==> src/sv/decimal_text_to_fixed16_16_top_assert.svh <==
// Assertion macros for the decimal text to 16.16 fixed point block.
// Used by the top level; no other dependencies.
`ifndef DECIMAL_TEXT_TO_FIXED16_16_TOP_ASSERT_SVH
`define DECIMAL_TEXT_TO_FIXED16_16_TOP_ASSERT_SVH
`ifndef SYNTHESIS
// Same-cycle implication check.
`define DTF_ASSERT_IMP(lbl, clk, rst_n, ante, cons) \
    lbl: assert property (@(posedge clk) disable iff (!rst_n) (ante) |-> (cons)) \
        else $error("same-cycle implication check failed");
// Next-cycle implication check.
`define DTF_ASSERT_NXT(lbl, clk, rst_n, ante, cons) \
    lbl: assert property (@(posedge clk) disable iff (!rst_n) (ante) |=> (cons)) \
        else $error("next-cycle implication check failed");
`else
`define DTF_ASSERT_IMP(lbl, clk, rst_n, ante, cons)
`define DTF_ASSERT_NXT(lbl, clk, rst_n, ante, cons)
`endif
`endif

==> src/sv/dtf_pkg.sv <==
// Shared types, constants and functions for the decimal text parser.
// No dependencies.
package dtf_pkg;

    // Fixed point format and parse limits.
    localparam int FRAC_BITS       = 16;
    localparam int MAX_FRAC_DIGITS = 5;
    localparam int INT_W           = 16;
    localparam int FRAC_W          = 16;
    localparam int CNT_W           = 3;
    localparam int DIGIT_W         = 4;
    localparam int CHAR_W          = 8;
    localparam int OUT_W           = 32;

    // Divider sizes: dividend is digit << FRAC_BITS, divisor up to 10^5.
    localparam int DIV_W     = FRAC_BITS + DIGIT_W;
    localparam int DVS_W     = 17;
    localparam int DIV_CNT_W = $clog2(DIV_W);

    // Character codes of the grammar.
    localparam logic [CHAR_W-1:0] CHAR_ZERO  = 8'h30;
    localparam logic [CHAR_W-1:0] CHAR_NINE  = 8'h39;
    localparam logic [CHAR_W-1:0] CHAR_MINUS = 8'h2D;
    localparam logic [CHAR_W-1:0] CHAR_POINT = 8'h2E;

    // Parse phases.
    typedef enum logic [1:0] {
        PH_SIGN = 2'd0,
        PH_INT  = 2'd1,
        PH_FRAC = 2'd2,
        PH_STOP = 2'd3
    } phase_t;

    // Sequencer states.
    typedef enum logic [1:0] {
        ST_IDLE,
        ST_DIV,
        ST_EMIT
    } ctl_state_t;

    // Request to the shared divider.
    typedef struct packed {
        logic             start;
        logic [DIV_W-1:0] dividend;
        logic [DVS_W-1:0] divisor;
    } div_req_t;

    // Status and result of the shared divider.
    typedef struct packed {
        logic             busy;
        logic             done;
        logic [DIV_W-1:0] quotient;
    } div_rsp_t;

    // Power of ten for fraction position idx (0 is the first digit).
    function automatic logic [DVS_W-1:0] pow10(input logic [CNT_W-1:0] idx);
        logic [DVS_W-1:0] p;
        case (idx)
            3'd0:    p = 17'd10;
            3'd1:    p = 17'd100;
            3'd2:    p = 17'd1000;
            3'd3:    p = 17'd10000;
            3'd4:    p = 17'd100000;
            default: p = 17'd100000;
        endcase
        return p;
    endfunction

endpackage

==> src/sv/dtf_div.sv <==
// Iterative restoring divider, one quotient bit per cycle.
// Depends on dtf_pkg.
module dtf_div (
    input  logic              clk,
    input  logic              rst_n,
    input  dtf_pkg::div_req_t req,
    output dtf_pkg::div_rsp_t rsp
);

    logic [dtf_pkg::DVS_W-1:0]     rem_reg, rem_next;
    logic [dtf_pkg::DIV_W-1:0]     quo_reg, quo_next;
    logic [dtf_pkg::DVS_W-1:0]     dvs_reg;
    logic [dtf_pkg::DIV_CNT_W-1:0] cnt_reg, cnt_next;
    logic                          busy_reg, busy_next;
    logic                          done_reg, done_next;
    logic [dtf_pkg::DVS_W:0]       trial;
    logic [dtf_pkg::DVS_W:0]       diff;
    logic                          fits;

    // One restoring step: shift in the next dividend bit and try to subtract.
    always_comb
    begin
        trial = {rem_reg, quo_reg[dtf_pkg::DIV_W-1]};
        diff  = trial - {1'b0, dvs_reg};
        fits  = (trial >= {1'b0, dvs_reg});
    end

    // Next values of the shift registers and the step counter.
    always_comb
    begin
        rem_next  = rem_reg;
        quo_next  = quo_reg;
        cnt_next  = cnt_reg;
        busy_next = busy_reg;
        done_next = 1'b0;
        if (req.start)
        begin
            rem_next  = '0;
            quo_next  = req.dividend;
            cnt_next  = '0;
            busy_next = 1'b1;
        end
        else if (busy_reg)
        begin
            rem_next = fits ? diff[dtf_pkg::DVS_W-1:0] : trial[dtf_pkg::DVS_W-1:0];
            quo_next = {quo_reg[dtf_pkg::DIV_W-2:0], fits};
            cnt_next = cnt_reg + dtf_pkg::DIV_CNT_W'(1);
            if (cnt_reg == dtf_pkg::DIV_CNT_W'(dtf_pkg::DIV_W - 1))
            begin
                busy_next = 1'b0;
                done_next = 1'b1;
            end
        end
    end

    // Control registers.
    always_ff @(posedge clk or negedge rst_n)
    begin
        if (!rst_n)
        begin
            busy_reg <= 1'b0;
            done_reg <= 1'b0;
            cnt_reg  <= '0;
        end
        else
        begin
            busy_reg <= busy_next;
            done_reg <= done_next;
            cnt_reg  <= cnt_next;
        end
    end

    // Datapath registers.
    always_ff @(posedge clk)
    begin
        rem_reg <= rem_next;
        quo_reg <= quo_next;
        if (req.start)
        begin
            dvs_reg <= req.divisor;
        end
    end

    assign rsp.busy     = busy_reg;
    assign rsp.done     = done_reg;
    assign rsp.quotient = quo_reg;

endmodule

==> src/sv/decimal_text_to_fixed16_16_top.sv <==
// Top level of the decimal text to signed 16.16 fixed point parser.
// Depends on dtf_pkg, dtf_div and decimal_text_to_fixed16_16_top_assert.svh.
//
// Usage:
// The input channel carries one ASCII character per transaction, with
// first_char marking the start of a string and last_char its end. The
// output channel carries one fixed_value transaction per string, sent
// after the character marked last. Both channels use valid and stall; a
// transaction completes on a clock edge with valid high and stall low.
// A sign, integer digit, point or ignored character needs no stall of its
// own. A fraction digit starts the shared iterative divider, which produces
// one quotient bit per cycle over 20 bits, and that character holds the
// input stalled until the division is done. After the last character the
// input stalls while the result moves into the output register, which
// happens once that register is free. The output register lets the next
// string's characters be taken while a result waits; only the next result
// waits for it to drain. A stalled result holds its value. Reset clears
// the parse state, the sequencer and the output valid; no result is lost
// or repeated across a stall.
`include "decimal_text_to_fixed16_16_top_assert.svh"

module decimal_text_to_fixed16_16_top (
    input  logic                                clk,
    input  logic                                rst_n,
    input  logic                                in_valid,
    output logic                                in_stall,
    input  logic [dtf_pkg::CHAR_W-1:0]          char_code,
    input  logic                                first_char,
    input  logic                                last_char,
    output logic                                out_valid,
    input  logic                                out_stall,
    output logic signed [dtf_pkg::OUT_W-1:0]    fixed_value
);

    dtf_pkg::ctl_state_t             state_reg, state_next;
    dtf_pkg::phase_t                 phase_reg, phase_next;
    logic                            neg_reg, neg_next;
    logic [dtf_pkg::INT_W-1:0]       int_reg, int_next;
    logic [dtf_pkg::FRAC_W-1:0]      frac_reg, frac_next;
    logic [dtf_pkg::CNT_W-1:0]       cnt_reg, cnt_next;
    logic                            last_reg, last_next;
    logic                            out_valid_reg, out_valid_next;
    logic [dtf_pkg::OUT_W-1:0]       value_reg;

    dtf_pkg::div_req_t               div_req;
    dtf_pkg::div_rsp_t               div_rsp;

    logic                            accept;
    logic                            out_free;
    logic                            load_out;
    logic                            need_div;

    // Parse state after an optional clear by first_char.
    dtf_pkg::phase_t                 base_phase;
    logic                            base_neg;
    logic [dtf_pkg::INT_W-1:0]       base_int;
    logic [dtf_pkg::FRAC_W-1:0]      base_frac;
    logic [dtf_pkg::CNT_W-1:0]       base_cnt;
    logic                            is_digit;
    logic [dtf_pkg::DIGIT_W-1:0]     digit;
    logic [dtf_pkg::INT_W-1:0]       int_mac;
    logic [dtf_pkg::CNT_W-1:0]       cnt_inc;
    logic [dtf_pkg::OUT_W-1:0]       mag;

    assign accept   = in_valid && !in_stall;
    assign out_free = !out_valid_reg || !out_stall;

    // Character classification and the integer multiply-accumulate.
    always_comb
    begin
        base_phase = first_char ? dtf_pkg::PH_SIGN : phase_reg;
        base_neg   = first_char ? 1'b0 : neg_reg;
        base_int   = first_char ? '0 : int_reg;
        base_frac  = first_char ? '0 : frac_reg;
        base_cnt   = first_char ? '0 : cnt_reg;
        is_digit   = (char_code >= dtf_pkg::CHAR_ZERO) && (char_code <= dtf_pkg::CHAR_NINE);
        digit      = dtf_pkg::DIGIT_W'(char_code - dtf_pkg::CHAR_ZERO);
        int_mac    = dtf_pkg::INT_W'({base_int, 3'b000})
                   + dtf_pkg::INT_W'({base_int, 1'b0})
                   + dtf_pkg::INT_W'(digit);
        cnt_inc    = cnt_reg + dtf_pkg::CNT_W'(1);
        need_div   = (base_phase == dtf_pkg::PH_FRAC) && is_digit
                   && (base_cnt < dtf_pkg::CNT_W'(dtf_pkg::MAX_FRAC_DIGITS));
    end

    // Sequencer next state.
    always_comb
    begin
        state_next = state_reg;
        case (state_reg)
            dtf_pkg::ST_IDLE:
            begin
                if (in_valid)
                begin
                    if (need_div)
                    begin
                        state_next = dtf_pkg::ST_DIV;
                    end
                    else if (last_char)
                    begin
                        state_next = dtf_pkg::ST_EMIT;
                    end
                end
            end
            dtf_pkg::ST_DIV:
            begin
                if (div_rsp.done)
                begin
                    state_next = last_reg ? dtf_pkg::ST_EMIT : dtf_pkg::ST_IDLE;
                end
            end
            dtf_pkg::ST_EMIT:
            begin
                if (out_free)
                begin
                    state_next = dtf_pkg::ST_IDLE;
                end
            end
            default:
            begin
                state_next = dtf_pkg::ST_IDLE;
            end
        endcase
    end

    // Sequencer outputs.
    always_comb
    begin
        in_stall         = 1'b1;
        load_out         = 1'b0;
        div_req.start    = 1'b0;
        div_req.dividend = {digit, dtf_pkg::FRAC_BITS'(0)};
        div_req.divisor  = dtf_pkg::pow10(base_cnt);
        case (state_reg)
            dtf_pkg::ST_IDLE:
            begin
                in_stall      = 1'b0;
                div_req.start = in_valid && need_div;
            end
            dtf_pkg::ST_DIV:
            begin
                in_stall = 1'b1;
            end
            dtf_pkg::ST_EMIT:
            begin
                load_out = out_free;
            end
            default:
            begin
                in_stall = 1'b1;
            end
        endcase
    end

    // Parse state updates for an accepted character, a finished division
    // and an emitted result.
    always_comb
    begin
        phase_next = phase_reg;
        neg_next   = neg_reg;
        int_next   = int_reg;
        frac_next  = frac_reg;
        cnt_next   = cnt_reg;
        last_next  = last_reg;
        if (accept)
        begin
            phase_next = base_phase;
            neg_next   = base_neg;
            int_next   = base_int;
            frac_next  = base_frac;
            cnt_next   = base_cnt;
            last_next  = last_char;
            case (base_phase)
                dtf_pkg::PH_SIGN:
                begin
                    if (char_code == dtf_pkg::CHAR_MINUS)
                    begin
                        neg_next   = 1'b1;
                        phase_next = dtf_pkg::PH_INT;
                    end
                    else if (is_digit)
                    begin
                        int_next   = int_mac;
                        phase_next = dtf_pkg::PH_INT;
                    end
                    else if (char_code == dtf_pkg::CHAR_POINT)
                    begin
                        phase_next = dtf_pkg::PH_FRAC;
                    end
                    else
                    begin
                        phase_next = dtf_pkg::PH_STOP;
                    end
                end
                dtf_pkg::PH_INT:
                begin
                    if (is_digit)
                    begin
                        int_next = int_mac;
                    end
                    else if (char_code == dtf_pkg::CHAR_POINT)
                    begin
                        phase_next = dtf_pkg::PH_FRAC;
                    end
                    else
                    begin
                        phase_next = dtf_pkg::PH_STOP;
                    end
                end
                dtf_pkg::PH_FRAC:
                begin
                    // A digit within the cap goes to the divider; the rest stops.
                    if (!need_div)
                    begin
                        phase_next = dtf_pkg::PH_STOP;
                    end
                end
                default:
                begin
                    phase_next = base_phase;
                end
            endcase
        end
        else if ((state_reg == dtf_pkg::ST_DIV) && div_rsp.done)
        begin
            frac_next = frac_reg + div_rsp.quotient[dtf_pkg::FRAC_W-1:0];
            cnt_next  = cnt_inc;
            if (cnt_inc >= dtf_pkg::CNT_W'(dtf_pkg::MAX_FRAC_DIGITS))
            begin
                phase_next = dtf_pkg::PH_STOP;
            end
        end
        else if (load_out)
        begin
            phase_next = dtf_pkg::PH_SIGN;
            neg_next   = 1'b0;
            int_next   = '0;
            frac_next  = '0;
            cnt_next   = '0;
        end
    end

    // Assemble the 16.16 magnitude; the sign is applied when the output register loads.
    always_comb
    begin
        mag = (dtf_pkg::OUT_W'(int_reg) << dtf_pkg::FRAC_BITS) | dtf_pkg::OUT_W'(frac_reg);
    end

    // Output valid holds until the transaction completes.
    always_comb
    begin
        out_valid_next = out_valid_reg && out_stall;
        if (load_out)
        begin
            out_valid_next = 1'b1;
        end
    end

    // Control and parse registers.
    always_ff @(posedge clk or negedge rst_n)
    begin
        if (!rst_n)
        begin
            state_reg     <= dtf_pkg::ST_IDLE;
            phase_reg     <= dtf_pkg::PH_SIGN;
            neg_reg       <= 1'b0;
            int_reg       <= '0;
            frac_reg      <= '0;
            cnt_reg       <= '0;
            last_reg      <= 1'b0;
            out_valid_reg <= 1'b0;
        end
        else
        begin
            state_reg     <= state_next;
            phase_reg     <= phase_next;
            neg_reg       <= neg_next;
            int_reg       <= int_next;
            frac_reg      <= frac_next;
            cnt_reg       <= cnt_next;
            last_reg      <= last_next;
            out_valid_reg <= out_valid_next;
        end
    end

    // Output data register.
    always_ff @(posedge clk)
    begin
        if (load_out)
        begin
            value_reg <= neg_reg ? (~mag + dtf_pkg::OUT_W'(1)) : mag;
        end
    end

    // Shared divider for the fraction digit weights.
    dtf_div u_div (
        .clk   (clk),
        .rst_n (rst_n),
        .req   (div_req),
        .rsp   (div_rsp)
    );

    assign out_valid   = out_valid_reg;
    assign fixed_value = value_reg;

    // The divider only runs while the sequencer waits on it.
    `DTF_ASSERT_IMP(a_div_busy_in_div, clk, rst_n, div_rsp.busy || div_rsp.done, state_reg == dtf_pkg::ST_DIV)
    // A finished result clears the parse state.
    `DTF_ASSERT_NXT(a_clear_after_emit, clk, rst_n, load_out, (phase_reg == dtf_pkg::PH_SIGN) && (int_reg == '0) && (frac_reg == '0))
    // The fraction phase never holds a full digit count.
    `DTF_ASSERT_IMP(a_frac_cap, clk, rst_n, phase_reg == dtf_pkg::PH_FRAC, cnt_reg < dtf_pkg::CNT_W'(dtf_pkg::MAX_FRAC_DIGITS))
    // A result is loaded only into a free output register.
    `DTF_ASSERT_IMP(a_load_free, clk, rst_n, load_out, !out_valid_reg || !out_stall)

endmodule

==> config.mk <==
export PLATFORM = sky130hd
export DESIGN_NAME = decimal_text_to_fixed16_16_top
export DESIGN_NICKNAME = d
export VERILOG_FILES = /design/src/sv/dtf_pkg.sv /design/src/sv/dtf_div.sv /design/src/sv/decimal_text_to_fixed16_16_top.sv
export VERILOG_INCLUDE_DIRS = /design/src /design/src/sv
export SDC_FILE = /design/constraint.sdc
export NUM_CORES = 1
export LEC_CHECK = 0
export BUFFER_PORTS_ARGS = -buffer_cell sky130_fd_sc_hd__buf_4
export CORE_MARGIN = 2
export CORE_UTILIZATION = 55
export CTS_CLUSTER_SIZE = 12
export DETAILED_ROUTE_END_ITERATION = 10
export GPL_ROUTABILITY_DRIVEN = 0
export MAX_ROUTING_LAYER = met4
export PLACE_DENSITY = 0.73
export SLEW_MARGIN = 40
export SYNTH_ARGS = -nofsm -noshare
export SYNTH_HDL_FRONTEND = slang
export SYNTH_SLANG_ARGS = --single-unit
==> constraint.sdc <==
create_clock -name clk -period 7.56 [get_ports clk]
set_clock_uncertainty 0.1 [all_clocks]
set_input_delay 1.134 -clock clk [delete_from_list [all_inputs] [get_ports clk]]
set_output_delay 1.134 -clock clk [all_outputs]
set_load 0.01 [all_outputs]
Word level (Yosys, flattened, before mapping)
Cells that the tools add are included.
W data, S select, Z words.
Word-level totals
  register bits after elaboration: 135
  input bits: 14
Operators by class
  $add $sub $neg: 8
  magnitude comparators: 5
  equal/unequal tests: 17
  multiplexer cells: 55
  bitwise logic cells: 2
  reductions and logical operators: 20
Operators with widths (number)
  $mux W16: 9
  $pmux W17 S4: 1
  $mux W20: 2
  $add A16 B16 Y16: 2
  $add A32 B1 Y32 const B: 1
  $mux W32: 1
  $not A32 Y32: 1
  $or A32 B16 Y32: 1
  $pmux W16 S2: 1
  $mux W2: 15
  $ge A18 B17 Y1: 1
  $mux W1: 17
  $mux W17: 1
  $sub A17 B17 Y17: 1
  $add A16 B4 Y16: 1
  $eq A8 B6 Y1 const B: 2
  $mux W3: 4
  $pmux W2 S3: 2
  $mux W5: 2
  $ge A8 B6 Y1 const B: 1
  $le A8 B6 Y1 const B: 1
  $ne A2 B2 Y1 const B: 4
  $logic_and A1 B1 Y1: 7
  $eq A3 B2 Y1 const B: 2
  20 further kinds: 27

Logic depth before layout (Yosys ltp)
Gate-level depths: netlist of run 1.
  depth after elaboration: 7
  gate-level depth with buffers: 14

Cells and area by module
Synthesis of run 1 repeated with hierarchy kept, for this count alone.
Second synthesis, totals
  cell total of the unflattened synthesis: 836
  area, all modules: 8455.6 um^2
Modules (own cells, without submodules)
  decimal_text_to_fixed16_16_top: times used 1, cells an instance 528, area each 5101.1 um^2, sequential area each 2011.9 um^2
  dtf_div: times used 1, cells an instance 308, area each 3354.5 um^2, sequential area each 1626.6 um^2

Worst setup path before layout of run 1
OpenSTA, ideal clock, no wires.
  path kind: in2reg
  start: input port first_char
  end: register int_reg[15] (netlist bit)
  setup time: 121 ps
  arrival time: 3871 ps
  setup slack: 3468 ps
  stages: 13
  buffers on the path: 2
  cells stage by stage: clkbuf_1 > clkbuf_1 > nor2b_1 > ha_1 > ha_1 > o21a_1 > o21a_1 > o22ai_1 > o31ai_1 > or3_1 > a31oi_1 > xnor2_1 > a22o_1
On the way
  longest elaborated chain between the ends: 7
  elaborated cells on any way between the ends: 10
  classes of those cells: add/sub (2); eq/ne (1); mux (6); reduce/logical (1)
Ends and longest elaborated chain
  from (decl): line decimal_text_to_fixed16_16_top.sv:28  | input logic first_char,
  $mux W16: line decimal_text_to_fixed16_16_top.sv:73  | base_int = first_char ? '0 : int_reg;
  $add A16 B16 Y16: line decimal_text_to_fixed16_16_top.sv:79  | + dtf_pkg::INT_W'({base_int, 1'b0})
  $add A16 B4 Y16: line decimal_text_to_fixed16_16_top.sv:80  | + dtf_pkg::INT_W'(digit);
  $mux W16: line decimal_text_to_fixed16_16_top.sv:181, decimal_text_to_fixed16_16_top.sv:197
  $mux W16: line decimal_text_to_fixed16_16_top.sv:176  | if (char_code == dtf_pkg::CHAR_MINUS)
  $pmux W16 S2 (*): line decimal_text_to_fixed16_16_top.sv:173  | case (base_phase)
  $mux W16 (*): line decimal_text_to_fixed16_16_top.sv:165  | if (accept)
  to (signal assigned): line decimal_text_to_fixed16_16_top.sv:278  | int_reg <= int_next;
  to (decl): line decimal_text_to_fixed16_16_top.sv:38  | logic [dtf_pkg::INT_W-1:0] int_reg, int_next;
Mark *: on every way between the ends. The rest lies on a longest branch, timed or not.
A chain may end at the register's enable or synchronous reset.

Worst setup path in the final report of run 1
  start: input port first_char
  end: register int_reg[14] (netlist bit)
The elaborated chain is that of the path after synthesis.

==> results of run 1 <==
## placed cells by master, fill, tap and decap left out, types with 16 or more instances in the layout
cell,instances
sky130_fd_sc_hd__edfxtp_1,47
sky130_fd_sc_hd__nand2_1,75
sky130_fd_sc_hd__a21oi_1,39
sky130_fd_sc_hd__o21ai_0,67
sky130_fd_sc_hd__dfrtp_1,47
sky130_fd_sc_hd__a22o_1,16
sky130_fd_sc_hd__nor2b_1,17
sky130_fd_sc_hd__inv_1,40
sky130_fd_sc_hd__ha_1,58
sky130_fd_sc_hd__xor2_1,16
sky130_fd_sc_hd__mux2i_1,27
sky130_fd_sc_hd__buf_4,51
sky130_fd_sc_hd__nor2_1,58
sky130_fd_sc_hd__clkbuf_16,17
sky130_fd_sc_hd__xnor2_1,51
sky130_fd_sc_hd__dfxtp_1,33
## worst reg2reg max path: stages, from the launching register on
cell	delay [ns]
sky130_fd_sc_hd__dfrtp_1	0.46
sky130_fd_sc_hd__nor2b_1	0.35
sky130_fd_sc_hd__xor2_1	0.19
sky130_fd_sc_hd__ha_1	0.29
sky130_fd_sc_hd__fa_1	0.48
sky130_fd_sc_hd__a21o_1	0.21
sky130_fd_sc_hd__a21oi_1	0.21
sky130_fd_sc_hd__o21ai_0	0.17
sky130_fd_sc_hd__o22ai_1	0.33
sky130_fd_sc_hd__o221ai_1	0.19
sky130_fd_sc_hd__a21oi_1	0.20
sky130_fd_sc_hd__xnor2_1	0.08
sky130_fd_sc_hd__a22o_1	0.19
## power by group
| group | internal [µW] | total, µW | switching, µW |
|---|---|---|---|
| Combinational | 368 | 829 | 461 |
| Sequential | 870 | 997 | 127 |
| Clock | 525 | 829 | 304 |
| Total | 1760 | 2660 | 892 |
## stage by stage
stage | util [%] | instance area (µm²) | instances | worst slack, ns
after floorplan | - | 7782 | 806 | 3.468
after global placement | 60.08 | 8307 | 1010 | 3.375
after detailed placement | 60.22 | 8327 | 1011 | 3.235
after CTS | 64.48 | 8916 | 1043 | 3.626
after global routing | 64.50 | 8919 | 1043 | 3.371
final | 64.50 | 8919 | 1043 | 3.582
## cell type report
type                            count  area (µm²)  share of cell area (%)
Multi-Input combinational cell    609        4252                   47.67
Sequential cell                   129        3301                   37.01
Clock buffer                       22       454.2                   5.093
Timing Repair Buffer               52       397.9                   4.461
Tap cell                          180       225.2                   2.525
Inverter                           41       153.9                   1.726
Clock inverter                     10       135.1                   1.515
## path summary, 6_finish.rpt
check,slack (ns),start,depth (start not counted),endpoint
worst min register to register,0.39,u_div.rem_reg[15]$_SDFFE_PP0P_,2,u_div.rem_reg[15]$_SDFFE_PP0P_
worst min-delay path,0.39,u_div.rem_reg[15]$_SDFFE_PP0P_,2,u_div.rem_reg[15]$_SDFFE_PP0P_
worst max register to register,4.00,int_reg[0]$_DFFE_PN0P_,12,int_reg[14]$_DFFE_PN0P_
min in group asynchronous,0.65,rst_n,1,frac_reg[2]$_DFFE_PN0P_
max in group asynchronous,6.22,rst_n,1,u_div.busy_reg$_DFF_PN0_
worst max-delay path,3.58,first_char,13,int_reg[14]$_DFFE_PN0P_
## per-layer routing
metal,vias up,share of wire [%]
met5,-,0
met4,0,2.3
met3,33,3.9
met2,157,49
met1,3010,45
li1,3001,-
## cells by family after synthesis
kind of cell	after synthesis	share of synthesized area, %
AOI/OAI and AO/OA	211	17.67
xor gates and xnor gates	67	7.540
adders and majority gates	61	10.10
buffers and inverters	68	3.280
DFF	129	42.38
muxes	27	3.473
and+or+nand+nor	243	15.56
==> impl_results.html, run 1 <==
<table>
<tr><th>Metric</th><th>Value</th></tr>
<tr><th colspan="2">Status</th></tr>
<tr><td>Outcome</td><td>finished clean</td></tr>
<tr><th colspan="2">Setup path</th></tr>
<tr><td>Crit-path most repeated cell</td><td>sky130_fd_sc_hd__a21oi_1</td></tr>
<tr><td>Critical path launch point type</td><td>input pin</td></tr>
<tr><td>Startpoint-to-endpoint class of the critical path</td><td>in -&gt; reg</td></tr>
<tr><td>Worst Path Arrival</td><td>4.19 ns</td></tr>
<tr><td>Required time of the critical path</td><td>7.77 ns</td></tr>
<tr><td>Largest delay share family, worst path</td><td>compound AO/OA/AOI/OAI gates</td></tr>
<tr><td>Cell with the largest stage delay on the worst path</td><td>sky130_fd_sc_hd__fa_1</td></tr>
<tr><td>Critical Path Max Stage Delay</td><td>0.48 ns</td></tr>
<tr><td>Critical-path maximum fanout</td><td>23</td></tr>
<tr><td>Critical Path End Type</td><td>flip-flop</td></tr>
<tr><td>Cell Chain, Critical Path</td><td>buf_4 -&gt; nor2b_1 -&gt; xor2_1 -&gt; ha_1 -&gt; fa_1 -&gt; a21o_1 -&gt; a21oi_1 -&gt; o21ai_0 -&gt; o22ai_1 -&gt; o221ai_1 -&gt; a21oi_1 -&gt; xnor2_1 -&gt; a22o_1</td></tr>
<tr><td>Buffers plus inverters on the worst setup path</td><td>1</td></tr>
<tr><th colspan="2">Timing</th></tr>
<tr><td>Total of endpoints with negative setup slack in the final report</td><td>0</td></tr>
<tr><td>Actual slew at the worst max-slew pin</td><td>0.7001 ns</td></tr>
<tr><td>Final worst-path cycle share</td><td>52.62%</td></tr>
<tr><td>Number of endpoints with negative hold slack in the final report</td><td>0</td></tr>
<tr><td>Setup total negative slack</td><td>0 ns</td></tr>
<tr><td>Worst slew margin relative to its limit</td><td>53.01%</td></tr>
<tr><td>Pins Over Slew Limit</td><td>0</td></tr>
<tr><td>Hold WS</td><td>0.3894 ns</td></tr>
<tr><td>Max Clock Freq</td><td>0.2514 GHz</td></tr>
<tr><td>Final min period</td><td>3.978 ns</td></tr>
<tr><td>RSZ-0062 raised after global routing</td><td>false</td></tr>
<tr><th colspan="2">Clocking</th></tr>
<tr><td>TritonCTS clock tree</td><td>yes</td></tr>
<tr><td>Clock latency at the later pin of the worst-skew pair</td><td>0.42 ns</td></tr>
<tr><td># clock sinks</td><td>129</td></tr>
<tr><td>TritonCTS buffer count</td><td>17</td></tr>
<tr><td>Number of resized instances in the post-cts repair step</td><td>0</td></tr>
<tr><td>Number of setup buffers added after CTS</td><td>0</td></tr>
<tr><td>Number of buffers on the longest clock path</td><td>2</td></tr>
<tr><td>Hold buffers post-CTS</td><td>0</td></tr>
<tr><td>H-tree Lvls</td><td>4</td></tr>
<tr><td>Clock Pin Slew Worst Setup and Hold Paths</td><td>0.06 ns</td></tr>
<tr><td>Clk Tree Root Cell</td><td>sky130_fd_sc_hd__clkbuf_16</td></tr>
<tr><th colspan="2">Floorplan</th></tr>
<tr><td>Core area</td><td>13830 µm²</td></tr>
<tr><td>Die Outline Area</td><td>15120 µm²</td></tr>
<tr><td>Number of primary I/O pins</td><td>48</td></tr>
<tr><td>Number of placement rows</td><td>43</td></tr>
<tr><td>Vertical extent of the die</td><td>123.0 µm</td></tr>
<tr><td>Initial standard-cell utilization of the core</td><td>56.28%</td></tr>
<tr><td>Overall die width</td><td>123.0 µm</td></tr>
<tr><th colspan="2">Synthesis</th></tr>
<tr><td>Mapped cell area</td><td>7782 µm²</td></tr>
<tr><td>Post-synthesis sequential area ratio</td><td>42.38%</td></tr>
<tr><td>Synthesis warning total</td><td>0</td></tr>
<tr><td>Synth Net Count</td><td>881</td></tr>
<tr><td>Synth async-reset ratio</td><td>37.98%</td></tr>
<tr><td>Number of storage elements in the synthesis netlist</td><td>129</td></tr>
<tr><td>Number of enable flip-flop cells after synthesis</td><td>47</td></tr>
<tr><td>Synthesized instance count</td><td>806</td></tr>
<tr><td>Post-synthesis average cell area</td><td>9.656 µm²</td></tr>
<tr><td>Fraction of synthesized cell area taken by the top area cell type</td><td>18.14%</td></tr>
<tr><td>Synth unique cells</td><td>66</td></tr>
<tr><td>Count leader, synth</td><td>sky130_fd_sc_hd__nand2_1</td></tr>
<tr><td>Commonest cells in the synthesized netlist</td><td>75 x sky130_fd_sc_hd__nand2_1, 67 x sky130_fd_sc_hd__o21ai_0, 60 x sky130_fd_sc_hd__nor2_1</td></tr>
<tr><td>Largest cells by area after synthesis</td><td>sky130_fd_sc_hd__edfxtp_1 18%, sky130_fd_sc_hd__dfrtp_1 16%, sky130_fd_sc_hd__ha_1 9.3%, sky130_fd_sc_hd__dfxtp_1 8.5%, sky130_fd_sc_hd__xnor2_1 5.7%</td></tr>
<tr><td>Commonest register cell after synthesis</td><td>sky130_fd_sc_hd__dfrtp_1</td></tr>
<tr><td>Cell accounting for the most synthesized area</td><td>sky130_fd_sc_hd__edfxtp_1</td></tr>
<tr><th colspan="2">Routing</th></tr>
<tr><td>DRT iter0 DRCs</td><td>467</td></tr>
<tr><td>DRC violation count after routing</td><td>0</td></tr>
<tr><td>Routed wire length</td><td>17.85 mm</td></tr>
<tr><td>Average routed wire per standard cell</td><td>17.11 µm</td></tr>
<tr><td>Number of routed nets with antenna violations</td><td>0</td></tr>
<tr><td>Router iterations before antenna repair</td><td>5</td></tr>
<tr><td>Total via count in the routed design</td><td>6201</td></tr>
<tr><td>Vias/cell</td><td>5.945</td></tr>
<tr><th colspan="2">Cells and area</th></tr>
<tr><td>Net count, final</td><td>925</td></tr>
<tr><td>Layout overhead on the synthesized area</td><td>14.60%</td></tr>
<tr><td>Number of flip-flops under the largest register name</td><td>32</td></tr>
<tr><td>Antenna Cells</td><td>0</td></tr>
<tr><td>Filler Cell Count</td><td>1101</td></tr>
<tr><td>Fraction of layout cells with a size suffix above 1</td><td>11.82%</td></tr>
<tr><th colspan="2">Global route</th></tr>
<tr><td>GR Overflow Total</td><td>0</td></tr>
<tr><td>Antenna violations before repair</td><td>0</td></tr>
<tr><td>Global routing usage summed across all routing layers</td><td>25.88%</td></tr>
<tr><td>Vias in the first global route</td><td>6073</td></tr>
<tr><td>Global-route met1 utilization</td><td>32.89%</td></tr>
<tr><td>Largest net degree at the start of global routing</td><td>50</td></tr>
<tr><td>Met2 track utilization from global routing</td><td>41.85%</td></tr>
<tr><td>Top Usage Layer GRT</td><td>met2</td></tr>
<tr><td>Wire length of the first global-routing pass</td><td>29.77 mm</td></tr>
<tr><td>Met3 Usage GRT</td><td>4.013%</td></tr>
<tr><th colspan="2">Pwr</th></tr>
<tr><td>Static Leakage</td><td>0.004020 µW</td></tr>
<tr><td>Final Total Pwr</td><td>2656 µW</td></tr>
<tr><td>Peak supply drop</td><td>0.1289 mV</td></tr>
<tr><td>Power density over the cells</td><td>297.8 nW/µm²</td></tr>
<tr><th colspan="2">Hold path</th></tr>
<tr><td>Class of the tightest hold or removal check</td><td>reg -&gt; reg</td></tr>
<tr><th colspan="2">Place</th></tr>
<tr><td>Port-buffer cells</td><td>47</td></tr>
<tr><td>HPWL Detailed</td><td>12.75 mm</td></tr>
<tr><th colspan="2">Flow run</th></tr>
<tr><td>Number of max-cap violations</td><td>0</td></tr>
</table>
No activity file was read; power rests on OpenSTA's default activity.
==> inputs of run 2 (changes only) <==
==> constraint.sdc (replaced) <==
create_clock -name clk -period 4.17 [get_ports clk]
set_clock_uncertainty 0.1 [all_clocks]
set_input_delay 0.6255 -clock clk [delete_from_list [all_inputs] [get_ports clk]]
set_output_delay 0.6255 -clock clk [all_outputs]
set_load 0.01 [all_outputs]
==> run 2 against run 1 <==
Net effect:
- hold slack lost 0.23 ns
- non-clock buffer count grew 2
- critical path depth shrank 1
- sequential power grew 84%
- largest power group unchanged
- first-iteration DRC count shrank 7.1%
- routed wire length grew 0.20%
- sequential share of layout area grew 0.26 points
- final cell count grew 0.19%
- sequential cell count is the same
==> impl_results.html, run 2 (synthesized netlist as in run 1, its figures left out) <==
<table>
<tr><th>Metric</th><th>Value</th></tr>
<tr><th colspan="2">Routing</th></tr>
<tr><td>Vias/cell</td><td>5.938</td></tr>
<tr><td>Router iterations before antenna repair</td><td>5</td></tr>
<tr><td>Routed wire length</td><td>17.88 mm</td></tr>
<tr><td>Average routed wire per standard cell</td><td>17.11 µm</td></tr>
<tr><td>DRT iter0 DRCs</td><td>434</td></tr>
<tr><td>Number of routed nets with antenna violations</td><td>0</td></tr>
<tr><td>DRC violation count after routing</td><td>0</td></tr>
<tr><td>Total via count in the routed design</td><td>6205</td></tr>
<tr><th colspan="2">Global route</th></tr>
<tr><td>GR Overflow Total</td><td>0</td></tr>
<tr><td>Antenna violations before repair</td><td>0</td></tr>
<tr><td>Vias in the first global route</td><td>6288</td></tr>
<tr><td>Global routing usage summed across all routing layers</td><td>25.92%</td></tr>
<tr><td>Largest net degree at the start of global routing</td><td>50</td></tr>
<tr><td>Wire length of the first global-routing pass</td><td>29.69 mm</td></tr>
<tr><th colspan="2">Status</th></tr>
<tr><td>Outcome</td><td>finished clean</td></tr>
<tr><th colspan="2">Clocking</th></tr>
<tr><td># clock sinks</td><td>129</td></tr>
<tr><td>Clock Pin Slew Worst Setup and Hold Paths</td><td>0.06 ns</td></tr>
<tr><td>Hold buffers post-CTS</td><td>0</td></tr>
<tr><td>Number of setup buffers added after CTS</td><td>0</td></tr>
<tr><td>Clock latency at the later pin of the worst-skew pair</td><td>0.41 ns</td></tr>
<tr><td>TritonCTS buffer count</td><td>17</td></tr>
<tr><td>H-tree Lvls</td><td>4</td></tr>
<tr><td>Clk Tree Root Cell</td><td>sky130_fd_sc_hd__clkbuf_16</td></tr>
<tr><td>TritonCTS clock tree</td><td>yes</td></tr>
<tr><td>Number of resized instances in the post-cts repair step</td><td>0</td></tr>
<tr><td>Number of buffers on the longest clock path</td><td>2</td></tr>
<tr><th colspan="2">Timing</th></tr>
<tr><td>Setup total negative slack</td><td>0 ns</td></tr>
<tr><td>Max Clock Freq</td><td>0.2748 GHz</td></tr>
<tr><td>Actual slew at the worst max-slew pin</td><td>0.7034 ns</td></tr>
<tr><td>Hold WS</td><td>0.1583 ns</td></tr>
<tr><td>Worst slew margin relative to its limit</td><td>52.79%</td></tr>
<tr><td>Pins Over Slew Limit</td><td>0</td></tr>
<tr><td>RSZ-0062 raised after global routing</td><td>false</td></tr>
<tr><td>Final min period</td><td>3.639 ns</td></tr>
<tr><td>Number of endpoints with negative hold slack in the final report</td><td>0</td></tr>
<tr><td>Total of endpoints with negative setup slack in the final report</td><td>0</td></tr>
<tr><td>Final worst-path cycle share</td><td>87.27%</td></tr>
<tr><th colspan="2">Flow run</th></tr>
<tr><td>Number of max-cap violations</td><td>0</td></tr>
<tr><th colspan="2">Floorplan</th></tr>
<tr><td>Vertical extent of the die</td><td>123.0 µm</td></tr>
<tr><td>Core area</td><td>13830 µm²</td></tr>
<tr><td>Number of placement rows</td><td>43</td></tr>
<tr><td>Number of primary I/O pins</td><td>48</td></tr>
<tr><td>Die Outline Area</td><td>15120 µm²</td></tr>
<tr><td>Overall die width</td><td>123.0 µm</td></tr>
<tr><td>Initial standard-cell utilization of the core</td><td>56.28%</td></tr>
<tr><th colspan="2">Cells and area</th></tr>
<tr><td>Antenna Cells</td><td>0</td></tr>
<tr><td>Post-route cell area</td><td>8857 µm²</td></tr>
<tr><td>Filler Cell Count</td><td>1129</td></tr>
<tr><td>Post-Layout Cell Count</td><td>1045</td></tr>
<tr><td>Number of flip-flops under the largest register name</td><td>32</td></tr>
<tr><td>Net count, final</td><td>927</td></tr>
<tr><td>End-of-flow core utilization</td><td>64.06%</td></tr>
<tr><td>Fraction of layout cells with a size suffix above 1</td><td>11.68%</td></tr>
<tr><td>Commonest cells after routing, fill and taps aside</td><td>75 x sky130_fd_sc_hd__nand2_1, 67 x sky130_fd_sc_hd__o21ai_0, 59 x sky130_fd_sc_hd__nor2_1</td></tr>
<tr><td>Most frequent standard cell in the layout excluding fill and tap cells</td><td>sky130_fd_sc_hd__nand2_1</td></tr>
<tr><td>Layout overhead on the synthesized area</td><td>13.81%</td></tr>
<tr><th colspan="2">Setup path</th></tr>
<tr><td>Worst Path Arrival</td><td>3.84 ns</td></tr>
<tr><td>Critical Path End Type</td><td>flip-flop</td></tr>
<tr><td>Endpoint of the most critical register-to-register path</td><td>int_reg[14]$_DFFE_PN0P_</td></tr>
<tr><td>Largest delay share family, worst path</td><td>compound AO/OA/AOI/OAI gates</td></tr>
<tr><td>Crit-path most repeated cell</td><td>sky130_fd_sc_hd__a21oi_1</td></tr>
<tr><td>Critical-path maximum fanout</td><td>6</td></tr>
<tr><td>Path depth of the worst reg2reg path</td><td>12</td></tr>
<tr><td>Cell Chain, Critical Path</td><td>nor2b_1 -&gt; xor2_1 -&gt; ha_1 -&gt; fa_1 -&gt; a21o_1 -&gt; a21oi_1 -&gt; o21ai_0 -&gt; o22ai_1 -&gt; o221ai_1 -&gt; a21oi_1 -&gt; xnor2_1 -&gt; a22o_1</td></tr>
<tr><td>Startpoint-to-endpoint class of the critical path</td><td>reg -&gt; reg</td></tr>
<tr><td>Buffers plus inverters on the worst setup path</td><td>0</td></tr>
<tr><td>Required time of the critical path</td><td>4.37 ns</td></tr>
<tr><td>Critical Path Max Stage Delay</td><td>0.49 ns</td></tr>
<tr><td>Cell with the largest stage delay on the worst path</td><td>sky130_fd_sc_hd__fa_1</td></tr>
<tr><td>Critical path launch point type</td><td>flip-flop</td></tr>
<tr><td>RR Startpoint</td><td>int_reg[0]$_DFFE_PN0P_</td></tr>
<tr><td>Minimum setup slack among reg-to-reg paths</td><td>0.53 ns</td></tr>
<tr><th colspan="2">Pwr</th></tr>
<tr><td>Static Leakage</td><td>0.003986 µW</td></tr>
<tr><td>Peak supply drop</td><td>0.3571 mV</td></tr>
<tr><td>Power density over the cells</td><td>523.8 nW/µm²</td></tr>
<tr><th colspan="2">Place</th></tr>
<tr><td>Port-buffer cells</td><td>47</td></tr>
<tr><td>HPWL Detailed</td><td>12.90 mm</td></tr>
<tr><td>Total instance count after detailed placement</td><td>1013</td></tr>
<tr><td>Area after DPL</td><td>8338 µm²</td></tr>
<tr><th colspan="2">Hold path</th></tr>
<tr><td>Class of the tightest hold or removal check</td><td>in -&gt; async</td></tr>
</table>
## run 2: cell types whose count changed in the layout (fill, tap and decap cells not counted), sizes merged
cell,delta
buf,+2
clkbuf,-1
clkinv,+1
clkinvlp,+3
bufinv,-3
## run 2: worst max path at each step
stage | cells after the start | endpoint | from
6_report | 12 | int_reg[14]$_DFFE_PN0P_ | int_reg[0]$_DFFE_PN0P_
5_1_grt | 12 | int_reg[14]$_DFFE_PN0P_ | int_reg[0]$_DFFE_PN0P_
4_1_cts | 12 | int_reg[14]$_DFFE_PN0P_ | int_reg[0]$_DFFE_PN0P_
3_5_place_dp | 13 | int_reg[14]$_DFFE_PN0P_ | first_char
3_3_place_gp | 13 | int_reg[14]$_DFFE_PN0P_ | first_char
2_1_floorplan | 13 | int_reg[15]$_DFFE_PN0P_ | first_char
## run 2: stage by stage
stage | setup slack, ns | power (µW)
global placement | 0.5036 | 3245
detailed placement | 0.2765 | 3335
global route | 0.3110 | 4933
CTS | 0.5478 | 4654
finish | 0.5309 | 4640
floorplan | 0.5869 | 2958
## run 2: final cells by class
class | count | area [µm²] | area share, %
multi-input combinational | 609 | 4248 | 47.96
timing repair buffer | 54 | 412.9 | 4.662
sequential | 129 | 3301 | 37.27
tap | 180 | 225.2 | 2.543
inverter | 41 | 153.9 | 1.738
clock buffer | 21 | 450.4 | 5.085
clock inverter | 11 | 66.31 | 0.7487
## run 2: worst reg2reg max path: cells and delay by family, from the launching register on
family,cells,cell delay (ns)
AOI/OAI and AO/OA,7,1.50
adders and majority gates,2,0.80
DFF,1,0.46
and+or+nand+nor,1,0.37
xor gates and xnor gates,2,0.30
## run 2: layer usage
metal  wire, µm  part of all wire (%)  up-vias  global-route usage [%]
met2       8565                    48      185                   42.09
li1           -                     -     3019                       -
met1       8011                    45     2961                   31.72
met4        472                   2.6        0                   10.13
met5          0                     0        -                       -
met3        832                   4.7       40                   5.489
## run 2: power by group
part / switching [µW] / internal, µW
logic: 832 / 676
registers: 253 / 1580
clock network: 537 / 765
==> inputs of run 3 (changes only) <==
--- a/config.mk
+++ b/config.mk
@@ -8,13 +8,13 @@
 export LEC_CHECK = 0
 export BUFFER_PORTS_ARGS = -buffer_cell sky130_fd_sc_hd__buf_4
 export CORE_MARGIN = 2
-export CORE_UTILIZATION = 55
+export CORE_UTILIZATION = 40
 export CTS_CLUSTER_SIZE = 12
 export DETAILED_ROUTE_END_ITERATION = 10
 export GPL_ROUTABILITY_DRIVEN = 0
 export MAX_ROUTING_LAYER = met4
-export PLACE_DENSITY = 0.73
 export SLEW_MARGIN = 40
 export SYNTH_ARGS = -nofsm -noshare
 export SYNTH_HDL_FRONTEND = slang
+export SYNTH_HIERARCHICAL = 1
 export SYNTH_SLANG_ARGS = --single-unit
==> run 3 against run 2 <==
Net effect:
- synthesized cell count up 3.6%
- count of clock-buffer cells in the layout down 2
- via count rose by 2.5%
- clock power grew 18%
- final area up 11%
- core utilization shrank 17 points
- combinational power is 21% lower
- final cell count up 14%
- hold slack lost 0.0014 ns
- global-route usage shrank 6.8 points
- sequential share of layout area is 0.16 points lower
- critical endpoint is now u_div/rem_reg[6]$_SDFFE_PP0P_
- largest power group unchanged
==> impl_results.html, run 3 <==
<table>
<tr><th>Metric</th><th>Value</th></tr>
<tr><th colspan="2">Setup path</th></tr>
<tr><td>Minimum setup slack among reg-to-reg paths</td><td>0.93 ns</td></tr>
<tr><td>Critical path launch point type</td><td>flip-flop</td></tr>
<tr><td>Endpoint of the most critical register-to-register path</td><td>u_div/rem_reg[6]$_SDFFE_PP0P_</td></tr>
<tr><td>Critical Path End Type</td><td>flip-flop</td></tr>
<tr><td>RR Startpoint</td><td>u_div/quo_reg[19]$_DFFE_PP_</td></tr>
<tr><td>Required time of the critical path</td><td>4.36 ns</td></tr>
<tr><td>Worst Path Arrival</td><td>3.43 ns</td></tr>
<tr><td>Path depth of the worst reg2reg path</td><td>11</td></tr>
<tr><td>Critical-path maximum fanout</td><td>13</td></tr>
<tr><td>Startpoint-to-endpoint class of the critical path</td><td>reg -&gt; reg</td></tr>
<tr><th colspan="2">Synthesis</th></tr>
<tr><td>Post-synthesis average cell area</td><td>10.12 µm²</td></tr>
<tr><td>Synthesis warning total</td><td>6</td></tr>
<tr><td>Mapped cell area</td><td>8448 µm²</td></tr>
<tr><td>Synthesized instance count</td><td>835</td></tr>
<tr><th colspan="2">Clocking</th></tr>
<tr><td>Clock Pin Slew Worst Setup and Hold Paths</td><td>0.06 ns</td></tr>
<tr><td>TritonCTS clock tree</td><td>yes</td></tr>
<tr><td>TritonCTS buffer count</td><td>17</td></tr>
<tr><td>Hold buffers post-CTS</td><td>0</td></tr>
<tr><td>Clock latency at the later pin of the worst-skew pair</td><td>0.42 ns</td></tr>
<tr><td>Number of resized instances in the post-cts repair step</td><td>0</td></tr>
<tr><td>H-tree Lvls</td><td>4</td></tr>
<tr><td>Clk Tree Root Cell</td><td>sky130_fd_sc_hd__clkbuf_16</td></tr>
<tr><td># clock sinks</td><td>135</td></tr>
<tr><td>Number of buffers on the longest clock path</td><td>2</td></tr>
<tr><td>Number of setup buffers added after CTS</td><td>0</td></tr>
<tr><th colspan="2">Cells and area</th></tr>
<tr><td>Antenna Cells</td><td>0</td></tr>
<tr><td>Post-route cell area</td><td>9807 µm²</td></tr>
<tr><td>Fraction of layout cells with a size suffix above 1</td><td>14.39%</td></tr>
<tr><td>Net count, final</td><td>983</td></tr>
<tr><td>Layout overhead on the synthesized area</td><td>16.08%</td></tr>
<tr><td>End-of-flow core utilization</td><td>46.95%</td></tr>
<tr><td>Number of flip-flops under the largest register name</td><td>32</td></tr>
<tr><td>Commonest cells after routing, fill and taps aside</td><td>69 x sky130_fd_sc_hd__nand2_1, 69 x sky130_fd_sc_hd__edfxtp_1, 62 x sky130_fd_sc_hd__o21ai_0, 62 x sky130_fd_sc_hd__ha_1, 60 x sky130_fd_sc_hd__nor2_1</td></tr>
<tr><th colspan="2">Timing</th></tr>
<tr><td>Max Clock Freq</td><td>0.3082 GHz</td></tr>
<tr><td>Total of endpoints with negative setup slack in the final report</td><td>0</td></tr>
<tr><td>Setup total negative slack</td><td>0 ns</td></tr>
<tr><td>Final min period</td><td>3.244 ns</td></tr>
<tr><td>RSZ-0062 raised after global routing</td><td>false</td></tr>
<tr><td>Final worst-path cycle share</td><td>77.80%</td></tr>
<tr><td>Number of endpoints with negative hold slack in the final report</td><td>0</td></tr>
<tr><td>Worst slew margin relative to its limit</td><td>46.46%</td></tr>
<tr><td>Pins Over Slew Limit</td><td>0</td></tr>
<tr><td>Actual slew at the worst max-slew pin</td><td>0.7828 ns</td></tr>
<tr><th colspan="2">Floorplan</th></tr>
<tr><td>Die Outline Area</td><td>22300 µm²</td></tr>
<tr><td>Overall die width</td><td>149.3 µm</td></tr>
<tr><td>Number of placement rows</td><td>53</td></tr>
<tr><td>Core area</td><td>20890 µm²</td></tr>
<tr><td>Initial standard-cell utilization of the core</td><td>40.44%</td></tr>
<tr><td>Vertical extent of the die</td><td>149.3 µm</td></tr>
<tr><td>Number of primary I/O pins</td><td>48</td></tr>
<tr><th colspan="2">Place</th></tr>
<tr><td>Area after DPL</td><td>9203 µm²</td></tr>
<tr><td>HPWL Detailed</td><td>13.94 mm</td></tr>
<tr><td>Port-buffer cells</td><td>47</td></tr>
<tr><th colspan="2">Routing</th></tr>
<tr><td>Routed wire length</td><td>19.76 mm</td></tr>
<tr><td>Average routed wire per standard cell</td><td>16.58 µm</td></tr>
<tr><td>DRT iter0 DRCs</td><td>298</td></tr>
<tr><td>Vias/cell</td><td>5.337</td></tr>
<tr><td>Router iterations before antenna repair</td><td>5</td></tr>
<tr><td>Number of routed nets with antenna violations</td><td>0</td></tr>
<tr><td>Total via count in the routed design</td><td>6362</td></tr>
<tr><td>DRC violation count after routing</td><td>0</td></tr>
<tr><th colspan="2">Global route</th></tr>
<tr><td>Antenna violations before repair</td><td>0</td></tr>
<tr><td>Wire length of the first global-routing pass</td><td>32.44 mm</td></tr>
<tr><td>Largest net degree at the start of global routing</td><td>50</td></tr>
<tr><td>Top Usage Layer GRT</td><td>met2</td></tr>
<tr><td>Vias in the first global route</td><td>6156</td></tr>
<tr><td>Met2 track utilization from global routing</td><td>28.92%</td></tr>
<tr><td>Met3 Usage GRT</td><td>4.281%</td></tr>
<tr><td>Global routing usage summed across all routing layers</td><td>19.11%</td></tr>
<tr><td>GR Overflow Total</td><td>0</td></tr>
<tr><td>Global-route met1 utilization</td><td>26.31%</td></tr>
<tr><th colspan="2">Hold path</th></tr>
<tr><td>Class of the tightest hold or removal check</td><td>in -&gt; async</td></tr>
<tr><th colspan="2">Pwr</th></tr>
<tr><td>Power density over the cells</td><td>452.4 nW/µm²</td></tr>
<tr><td>Static Leakage</td><td>0.004158 µW</td></tr>
<tr><td>Peak supply drop</td><td>0.2465 mV</td></tr>
<tr><td>Final Total Pwr</td><td>4437 µW</td></tr>
<tr><th colspan="2">Status</th></tr>
<tr><td>Outcome</td><td>finished clean</td></tr>
<tr><th colspan="2">Flow run</th></tr>
<tr><td>Number of max-cap violations</td><td>0</td></tr>
</table>
-- run 3: metrics by stage --
step | hold slack [ns] | instances | setup WS (ns)
2_1_floorplan | 0.2299 | 854 | 0.4883
3_3_place_gp | 0.3669 | 1159 | 0.6673
3_5_place_dp | 0.3817 | 1159 | 0.6541
4_1_cts | 0.1770 | 1191 | 0.9121
5_1_grt | 0.1888 | 1192 | 0.6318
6_report | 0.1569 | 1192 | 0.9256
-- run 3: worst max-delay path by stage --
stage,startpoint,end,depth (start not counted)
finish,u_div/quo_reg[19]$_DFFE_PP_,u_div/rem_reg[6]$_SDFFE_PP0P_,11
global route,u_div/quo_reg[19]$_DFFE_PP_,u_div/rem_reg[8]$_SDFFE_PP0P_,11
CTS,u_div/quo_reg[19]$_DFFE_PP_,u_div/rem_reg[8]$_SDFFE_PP0P_,11
detailed placement,first_char,int_reg[15]$_DFFE_PN0P_,12
global placement,first_char,int_reg[15]$_DFFE_PN0P_,12
floorplan,char_code[6],u_div/quo_reg[0]$_DFFE_PP_,8
-- run 3: metal layers --
layer | up-vias | part of all wire (%)
met4 | 0 | 0.96
met1 | 3038 | 50
li1 | 3209 | -
met2 | 102 | 45
met5 | - | 0
met3 | 13 | 3.6
-- run 3: where the power goes --
part / total, µW / internal (µW) / leakage [µW] / switching, µW
sequential: 1720 / 1580 / 0.00144 / 142
combinational: 1190 / 503 / 0.00244 / 683
clock: 1530 / 936 / 0.000278 / 597
total: 4440 / 3020 / 0.00416 / 1420
-- run 3: final cells by class --
cell class	instances	area, µm²
fillers	1994	11080
multi-input cells	643	4601
flip-flops and latches	135	3638
repair buffers	60	457.9
clock buffers	19	432.9
well taps	275	344.1
inverters	47	176.4
clock inverters	13	156.4
-- run 3: worst max-delay path: stages (launching register included) --
cell	delay [ns]
sky130_fd_sc_hd__edfxtp_1	0.41
sky130_fd_sc_hd__inv_1	0.08
sky130_fd_sc_hd__ha_1	0.16
sky130_fd_sc_hd__inv_1	0.05
sky130_fd_sc_hd__fa_1	0.41
sky130_fd_sc_hd__a21o_1	0.24
sky130_fd_sc_hd__a221oi_2	0.33
sky130_fd_sc_hd__o21ai_2	0.16
sky130_fd_sc_hd__a221oi_4	0.51
sky130_fd_sc_hd__buf_4	0.33
sky130_fd_sc_hd__mux2i_1	0.24
sky130_fd_sc_hd__a211oi_1	0.10
